$ cat src/design/double_ended_queue_core_assert.svh
// assertion macros for the double-ended queue control module
`ifndef DOUBLE_ENDED_QUEUE_CORE_ASSERT_SVH
`define DOUBLE_ENDED_QUEUE_CORE_ASSERT_SVH

// same-cycle implication, disabled while reset is asserted
`define DEQ_ASSERT_NOW(lbl, clk, rst_n, ante, cons, msg) \
    lbl: assert property (@(posedge clk) disable iff (!rst_n) (ante) |-> (cons)) \
        else $error(msg);

// next-cycle implication, disabled while reset is asserted
`define DEQ_ASSERT_NEXT(lbl, clk, rst_n, ante, cons, msg) \
    lbl: assert property (@(posedge clk) disable iff (!rst_n) (ante) |=> (cons)) \
        else $error(msg);

`endif

$ cat src/design/deq_pkg.sv
// types and constants for the double-ended queue
package deq_pkg;

    localparam int VALUE_W = 32;

    // word reported as front value while the queue is empty
    localparam logic [VALUE_W-1:0] EMPTY_FRONT = {VALUE_W{1'b1}};

    typedef enum logic [1:0] {
        MODE_PUSH_FRONT = 2'd0,
        MODE_PUSH_REAR  = 2'd1,
        MODE_POP_FRONT  = 2'd2,
        MODE_POP_REAR   = 2'd3
    } t_mode;

    typedef enum logic [1:0] {
        STATUS_DONE      = 2'd0,
        STATUS_OVERFLOW  = 2'd1,
        STATUS_UNDERFLOW = 2'd2
    } t_status;

    typedef enum logic {
        S_IDLE = 1'b0,
        S_READ = 1'b1
    } t_state;

endpackage

$ cat src/design/deq_ram.sv
// generic single-write, single-read ram with registered read data
module deq_ram #(
    parameter int WIDTH = 32,
    parameter int DEPTH = 16,
    localparam int AW = $clog2(DEPTH)
) (
    input  logic             i_clk,
    input  logic             i_we,
    input  logic [AW-1:0]    i_waddr,
    input  logic [WIDTH-1:0] i_wdata,
    input  logic             i_re,
    input  logic [AW-1:0]    i_raddr,
    output logic [WIDTH-1:0] o_rdata
);

    logic [WIDTH-1:0] r_mem [DEPTH];
    logic [WIDTH-1:0] r_rdata;

    // write port
    always_ff @(posedge i_clk) begin
        if (i_we) begin
            r_mem[i_waddr] <= i_wdata;
        end
    end

    // read port, registered read data
    always_ff @(posedge i_clk) begin
        if (i_re) begin
            r_rdata <= r_mem[i_raddr];
        end
    end

    assign o_rdata = r_rdata;

endmodule

$ cat src/design/deq_ctrl.sv
// pointer, count and front-word control for the double-ended queue
`include "double_ended_queue_core_assert.svh"

module deq_ctrl #(
    parameter int DEPTH = 16,
    localparam int AW = $clog2(DEPTH),
    localparam int CW = $clog2(DEPTH + 1)
) (
    input  logic                         i_clk,
    input  logic                         i_rst_n,
    // input item
    input  logic                         i_valid,
    output logic                         o_ready,
    input  deq_pkg::t_mode               i_mode,
    input  logic [deq_pkg::VALUE_W-1:0]  i_value,
    // result item
    output logic                         o_valid,
    input  logic                         i_ready,
    output deq_pkg::t_status             o_status,
    output logic [deq_pkg::VALUE_W-1:0]  o_front,
    output logic [CW-1:0]                o_count,
    // slot memory
    output logic                         o_we,
    output logic [AW-1:0]                o_waddr,
    output logic [deq_pkg::VALUE_W-1:0]  o_wdata,
    output logic                         o_re,
    output logic [AW-1:0]                o_raddr,
    input  logic [deq_pkg::VALUE_W-1:0]  i_rdata
);

    deq_pkg::t_state r_state, n_state;

    logic [AW-1:0] r_head, n_head;
    logic [AW-1:0] r_tail, n_tail;
    logic [CW-1:0] r_count, n_count;
    logic [deq_pkg::VALUE_W-1:0] r_front, n_front;

    logic r_out_valid, n_out_valid;
    deq_pkg::t_status r_out_status, n_out_status;
    logic [deq_pkg::VALUE_W-1:0] r_out_front, n_out_front;
    logic [CW-1:0] r_out_count, n_out_count;

    logic accept;
    logic empty;
    logic full;
    logic [AW-1:0] head_next, head_prev, tail_next, tail_prev;

    // handshake and queue conditions
    assign o_ready = (r_state == deq_pkg::S_IDLE) && (!r_out_valid || i_ready);
    assign accept  = i_valid && o_ready;
    assign empty   = (r_count == '0);
    assign full    = (r_count == CW'(DEPTH));

    // circular pointer neighbors
    assign head_next = (r_head == AW'(DEPTH - 1)) ? '0 : r_head + AW'(1);
    assign head_prev = (r_head == '0) ? AW'(DEPTH - 1) : r_head - AW'(1);
    assign tail_next = (r_tail == AW'(DEPTH - 1)) ? '0 : r_tail + AW'(1);
    assign tail_prev = (r_tail == '0) ? AW'(DEPTH - 1) : r_tail - AW'(1);

    // next state: a pop at the front that leaves words behind reads the new front
    always_comb begin
        n_state = r_state;
        unique case (r_state)
            deq_pkg::S_IDLE: begin
                if (accept && i_mode == deq_pkg::MODE_POP_FRONT && r_count > CW'(1)) begin
                    n_state = deq_pkg::S_READ;
                end
            end
            deq_pkg::S_READ: begin
                n_state = deq_pkg::S_IDLE;
            end
        endcase
    end

    // datapath and memory requests
    always_comb begin
        n_head       = r_head;
        n_tail       = r_tail;
        n_count      = r_count;
        n_front      = r_front;
        n_out_valid  = r_out_valid && !i_ready;
        n_out_status = r_out_status;
        n_out_front  = r_out_front;
        n_out_count  = r_out_count;
        o_we         = 1'b0;
        o_waddr      = r_tail;
        o_wdata      = i_value;
        o_re         = 1'b0;
        o_raddr      = head_next;
        unique case (r_state)
            deq_pkg::S_IDLE: begin
                if (accept) begin
                    n_out_valid  = 1'b1;
                    n_out_status = deq_pkg::STATUS_DONE;
                    n_out_front  = empty ? deq_pkg::EMPTY_FRONT : r_front;
                    n_out_count  = r_count;
                    unique case (i_mode)
                        deq_pkg::MODE_PUSH_FRONT: begin
                            if (full) begin
                                n_out_status = deq_pkg::STATUS_OVERFLOW;
                            end else begin
                                o_we        = 1'b1;
                                o_waddr     = head_prev;
                                n_head      = head_prev;
                                n_count     = r_count + CW'(1);
                                n_front     = i_value;
                                n_out_front = i_value;
                                n_out_count = r_count + CW'(1);
                            end
                        end
                        deq_pkg::MODE_PUSH_REAR: begin
                            if (full) begin
                                n_out_status = deq_pkg::STATUS_OVERFLOW;
                            end else begin
                                o_we        = 1'b1;
                                o_waddr     = r_tail;
                                n_tail      = tail_next;
                                n_count     = r_count + CW'(1);
                                n_out_count = r_count + CW'(1);
                                // first word in an empty queue becomes the front
                                if (empty) begin
                                    n_front     = i_value;
                                    n_out_front = i_value;
                                end
                            end
                        end
                        deq_pkg::MODE_POP_FRONT: begin
                            if (empty) begin
                                n_out_status = deq_pkg::STATUS_UNDERFLOW;
                            end else begin
                                n_head      = head_next;
                                n_count     = r_count - CW'(1);
                                n_out_count = r_count - CW'(1);
                                if (r_count == CW'(1)) begin
                                    n_out_front = deq_pkg::EMPTY_FRONT;
                                end else begin
                                    // result waits for the new front word
                                    o_re        = 1'b1;
                                    n_out_valid = 1'b0;
                                end
                            end
                        end
                        deq_pkg::MODE_POP_REAR: begin
                            if (empty) begin
                                n_out_status = deq_pkg::STATUS_UNDERFLOW;
                            end else begin
                                n_tail      = tail_prev;
                                n_count     = r_count - CW'(1);
                                n_out_count = r_count - CW'(1);
                                if (r_count == CW'(1)) begin
                                    n_out_front = deq_pkg::EMPTY_FRONT;
                                end
                            end
                        end
                    endcase
                end
            end
            deq_pkg::S_READ: begin
                // new front word arrives from the memory
                n_front      = i_rdata;
                n_out_valid  = 1'b1;
                n_out_status = deq_pkg::STATUS_DONE;
                n_out_front  = i_rdata;
                n_out_count  = r_count;
            end
        endcase
    end

    // control registers
    always_ff @(posedge i_clk) begin
        if (!i_rst_n) begin
            r_state     <= deq_pkg::S_IDLE;
            r_head      <= '0;
            r_tail      <= '0;
            r_count     <= '0;
            r_out_valid <= 1'b0;
        end else begin
            r_state     <= n_state;
            r_head      <= n_head;
            r_tail      <= n_tail;
            r_count     <= n_count;
            r_out_valid <= n_out_valid;
        end
    end

    // payload registers
    always_ff @(posedge i_clk) begin
        r_front      <= n_front;
        r_out_status <= n_out_status;
        r_out_front  <= n_out_front;
        r_out_count  <= n_out_count;
    end

    assign o_valid  = r_out_valid;
    assign o_status = r_out_status;
    assign o_front  = r_out_front;
    assign o_count  = r_out_count;

    // checks on pointer and sequencing consistency
    `DEQ_ASSERT_NOW(a_count_bound, i_clk, i_rst_n, 1'b1, r_count <= CW'(DEPTH), "count above depth")
    `DEQ_ASSERT_NOW(a_ptr_meet, i_clk, i_rst_n, r_count == '0 || r_count == CW'(DEPTH), r_head == r_tail, "pointers apart when empty or full")
    `DEQ_ASSERT_NOW(a_read_out_free, i_clk, i_rst_n, r_state == deq_pkg::S_READ, !r_out_valid && !o_ready, "read cycle with busy output or open input")
    `DEQ_ASSERT_NEXT(a_pop_read, i_clk, i_rst_n, accept && i_mode == deq_pkg::MODE_POP_FRONT && r_count > CW'(1), r_state == deq_pkg::S_READ && r_count == $past(r_count) - CW'(1), "front pop without refill read")

endmodule

$ cat src/design/double_ended_queue_core.sv
// an accepted item's result is held in the output register; a front pop leaving words
// behind first fetches the new front word through the slot memory's registered read port
// throughput: one item per cycle while results are taken; input waits out such a pop's read
// the output register frees the input while a result waits, as long as it is taken
// reset (synchronous, active low) empties the queue; slot contents are kept undefined
module double_ended_queue_core #(
    parameter int DEPTH = 16,
    localparam int CW = $clog2(DEPTH + 1),
    localparam int TDATA_W = ((deq_pkg::VALUE_W + CW + 7) / 8) * 8
) (
    input  logic                        i_clk,
    input  logic                        i_rst_n,
    // fields from lsb: value
    input  logic [deq_pkg::VALUE_W-1:0] i_s_axis_tdata,
    // fields from lsb: mode
    input  logic [1:0]                  i_s_axis_tuser,
    input  logic                        i_s_axis_tvalid,
    output logic                        o_s_axis_tready,
    // fields from lsb: front_value, occupancy, zero fill
    output logic [TDATA_W-1:0]          o_m_axis_tdata,
    // fields from lsb: status
    output logic [1:0]                  o_m_axis_tuser,
    output logic                        o_m_axis_tvalid,
    input  logic                        i_m_axis_tready
);

    localparam int AW = $clog2(DEPTH);

    logic                        mem_we;
    logic [AW-1:0]               mem_waddr;
    logic [deq_pkg::VALUE_W-1:0] mem_wdata;
    logic                        mem_re;
    logic [AW-1:0]               mem_raddr;
    logic [deq_pkg::VALUE_W-1:0] mem_rdata;
    deq_pkg::t_status            out_status;
    logic [deq_pkg::VALUE_W-1:0] out_front;
    logic [CW-1:0]               out_count;

    // queue control
    deq_ctrl #(
        .DEPTH(DEPTH)
    ) u_ctrl (
        .i_clk    (i_clk),
        .i_rst_n  (i_rst_n),
        .i_valid  (i_s_axis_tvalid),
        .o_ready  (o_s_axis_tready),
        .i_mode   (deq_pkg::t_mode'(i_s_axis_tuser)),
        .i_value  (i_s_axis_tdata),
        .o_valid  (o_m_axis_tvalid),
        .i_ready  (i_m_axis_tready),
        .o_status (out_status),
        .o_front  (out_front),
        .o_count  (out_count),
        .o_we     (mem_we),
        .o_waddr  (mem_waddr),
        .o_wdata  (mem_wdata),
        .o_re     (mem_re),
        .o_raddr  (mem_raddr),
        .i_rdata  (mem_rdata)
    );

    // slot storage
    deq_ram #(
        .WIDTH(deq_pkg::VALUE_W),
        .DEPTH(DEPTH)
    ) u_slots (
        .i_clk   (i_clk),
        .i_we    (mem_we),
        .i_waddr (mem_waddr),
        .i_wdata (mem_wdata),
        .i_re    (mem_re),
        .i_raddr (mem_raddr),
        .o_rdata (mem_rdata)
    );

    // result packing
    assign o_m_axis_tdata = TDATA_W'({out_count, out_front});
    assign o_m_axis_tuser = out_status;

endmodule
$ cat config.mk
export PLATFORM = sky130hd
export DESIGN_NAME = double_ended_queue_core
export DESIGN_NICKNAME = d
export VERILOG_FILES = /design/src/design/deq_pkg.sv /design/src/design/deq_ram.sv /design/src/design/deq_ctrl.sv /design/src/design/double_ended_queue_core.sv
export VERILOG_INCLUDE_DIRS = /design/src /design/src/design
export SDC_FILE = /design/constraint.sdc
export NUM_CORES = 1
export LEC_CHECK = 0
export ABC_AREA = 0
export BUFFER_PORTS_ARGS = -buffer_cell sky130_fd_sc_hd__buf_2
export CORE_ASPECT_RATIO = 0.5
export CORE_MARGIN = 4
export CORE_UTILIZATION = 45
export DETAILED_ROUTE_END_ITERATION = 10
export HOLD_SLACK_MARGIN = 0.03
export PLACE_DENSITY = 0.62
export SLEW_MARGIN = 20
export SYNTH_ARGS = -nofsm -noshare
export SYNTH_HDL_FRONTEND = slang
export SYNTH_SLANG_ARGS = --single-unit
$ cat constraint.sdc
create_clock -name i_clk -period 4.75 [get_ports i_clk]
set_input_delay 0 -clock i_clk [delete_from_list [all_inputs] [get_ports i_clk]]
set_output_delay 0 -clock i_clk [all_outputs]
set_load 0.01 [all_outputs]
==> metrics.txt <==
status=completed; synth top area cells=edfxtp_1, mux4_2, o21ai_0; Detailed Routing Iterations Pass 1=5; critical path required time=5110 ps; initial drt markers=1698; leading area contributor after synthesis=edfxtp_1; EDFF count, synth=615; CTS tree=built; I/O Buffers=78; post-route setup slack=1110 ps; Setup-failing EPs final=0; Total GRT Usage=20.0%; critical path peak fanout=18; final wirelength=60800 µm; Die X=343 µm; Worst Max-Slew Pin Slew=938 ps; final max-slew violation count=0; Worst Hold Class=input pin to flip-flop; final net count=1732; clock transition at the registers of the reported paths=70 ps; Site Rows=61; Max-Cap Viols=0; die area=0.0601 mm²; asr flop ratio synth=0%; CTS H-Tree Depth=2; mapped cell area=0.0252 mm²; CTS buffer count=56; share of the synthesized area in the top cell type=73.2%; Synth top cells by count=edfxtp_1, nand2_1, o21ai_0; vias per cell=5.82; max_slew headroom=37.4%; Mapped Cells=1555; Die Ht=175 µm; Setup Skew=23.8 ps; Final Cell Area=0.0288 mm²; sequential-to-total area share from yosys stat=74.4%; Worst Hold Path Cells=4; DRT antenna net count=0; critical path class=flip-flop to flip-flop; r2r setup slk=1110 ps; Pleak=0.00940 µW; R2R Path Start=u_ctrl.r_head[0]$_SDFFE_PN0P_; Crit path arrival time=3990 ps; peak supply drop=0.000266 V; Worst Reg-to-Reg Cells=7; IO Pins=82; initial antenna violation count=0; routed vias=14400; initial core utilization=45.5%; Final Core Density=51.9%; largest net degree at the start of global routing=83; placed insts=2344; n_diodes=0; DRC viols=0; Hold Buf Count CTS=39; Syn Area/Cell=16.2 µm²; count leader, synth=edfxtp_1; worst-skew pair later-pin latency=610 ps; DR WL/cell=24.5 µm; Setup Total Neg Slack=0 ps; layout cell share with drive strength beyond 1=18.7%; CTS max path bufs=3; synthesis-stage register bit count=630; Distinct cells, synth=81; Post-CTS Setup Inserts=0; Top FF cell, synth=edfxtp_1; Worst R2R End=u_slots.o_rdata[30]$_DFFE_PP_; clk root buf=clkbuf_16; final hold violation count=0; area grow syn2layout=14.2%; pre-CTS setup slack=1100 ps; clock sinks=630; first-pass GRT wire length=90500 µm; core footprint=0.0555 mm²; final cell count without fillers=2484; post_cts resized=0; DP HPWL=34800 µm; GRT overflow=0; RSZ-0062 raised after global routing=false; dpl cell area=0.0267 mm²; Startpoint Class=flip-flop; FMAX=275 MHz; fin crit period=3640 ps; Routability Congestion=0.798; hold path start=i_rst_n; fin crit share=76.6%; filler instances=4516; Worst Setup SP=u_ctrl.r_head[0]$_SDFFE_PN0P_; total number of yosys warnings=0; Hold EP=u_ctrl.r_head[3]$_SDFFE_PN0P_; pwr dens=419 mW/mm²; CP endpoint kind=flip-flop; vias in the first global route=14000
[worst max-delay path, cell delays in order (launching register included)]
cell and delay (ps):
dfxtp_1 330, buf_4 220, ha_1 510, a31oi_4 790, buf_4 410, mux4_2 550
and3_1 200, a2111o_1 370
[per-stage QoR]
step | power, µW | hold slack (ps)
2_1_floorplan | 7340 | 98.9
5_1_grt | 12500 | 255
6_report | 12100 | 276
4_1_cts | 12100 | 242
3_3_place_gp | 7840 | 289
3_5_place_dp | 7860 | 295
[power breakdown]
group	internal (µW)	switching [µW]	leakage, µW
registers	6300	59.3	0.00569
clock network	2280	2010	0.000844
logic	519	895	0.00287
[state kept, by name, indices dropped and copies added, names as in the netlist]
name,flops
u_slots.r_mem,512
u_ctrl.o_status,2
u_ctrl.o_count,5
u_ctrl.o_front,32
u_ctrl.r_front,32
u_slots.o_rdata,32
u_ctrl.o_valid,1
u_ctrl.r_count,5
u_ctrl.r_tail,4
u_ctrl.r_head,4
u_ctrl.r_state,1
[placed cells by master (no fill, tap or decap), drive strengths merged, types with 26 or more instances in the layout]
| master | n |
|---|---|
| edfxtp | 615 |
| buf | 136 |
| nand2 | 131 |
| o21ai | 125 |
| a21oi | 70 |
| clkbuf | 62 |
| mux4 | 54 |
| inv | 50 |
| dlygate4sd3 | 39 |
| or3 | 34 |
| clkinv | 32 |
| nor2 | 27 |
| nor2b | 26 |
[worst max path at each step]
| stage | to | slack [ps] | cells past startpoint |
|---|---|---|---|
| after global placement | u_slots.o_rdata[30]$_DFFE_PP_ | 1170 | 7 |
| after detailed placement | u_slots.o_rdata[30]$_DFFE_PP_ | 1100 | 7 |
| after CTS | u_slots.o_rdata[30]$_DFFE_PP_ | 1110 | 7 |
| after floorplan | u_slots.r_mem[4][0]$_DFFE_PP_ | 20 | 9 |
| after global routing | u_slots.r_mem[13][3]$_DFFE_PP_ | 900 | 8 |
| final | u_slots.o_rdata[30]$_DFFE_PP_ | 1110 | 7 |
[area by class of cell]
class                           count  area (µm²)  share of cell area (%)
Tap cell                          756         946                    3.28
Timing Repair Buffer              175        1270                    4.40
Inverter                           47         176                   0.613
Sequential cell                   630       18800                    65.2
Clock buffer                       62        1420                    4.94
Clock inverter                     39         283                   0.982
Multi-Input combinational cell    775        5930                    20.6
[kinds of logic (layout without fill, tap and decap cells)]
logic type / count (synthesis) / in the layout / synth area share (%)
simple gates: 300 / 300 / 5.86
xor+xnor: 8 / 8 / 0.308
mux: 77 / 77 / 5.80
buf+inv: 152 / 323 / 2.79
flops: 630 / 630 / 74.4
compound gates: 378 / 378 / 10.4
other cells: 1 / 3 / 0.0149
fa+ha+maj: 9 / 9 / 0.446
[per-layer routing]
| layer | global-route usage (%) | up-vias | part of all wire (%) |
|---|---|---|---|
| met2 | 30.6 | 535 | 45 |
| li1 | - | 6432 | - |
| met1 | 30.8 | 7400 | 46 |
| met3 | 2.95 | 81 | 7.6 |
| met4 | 4.21 | 0 | 1.8 |
| met5 | 0 | - | 0 |
(Power assumes the default switching activity.)
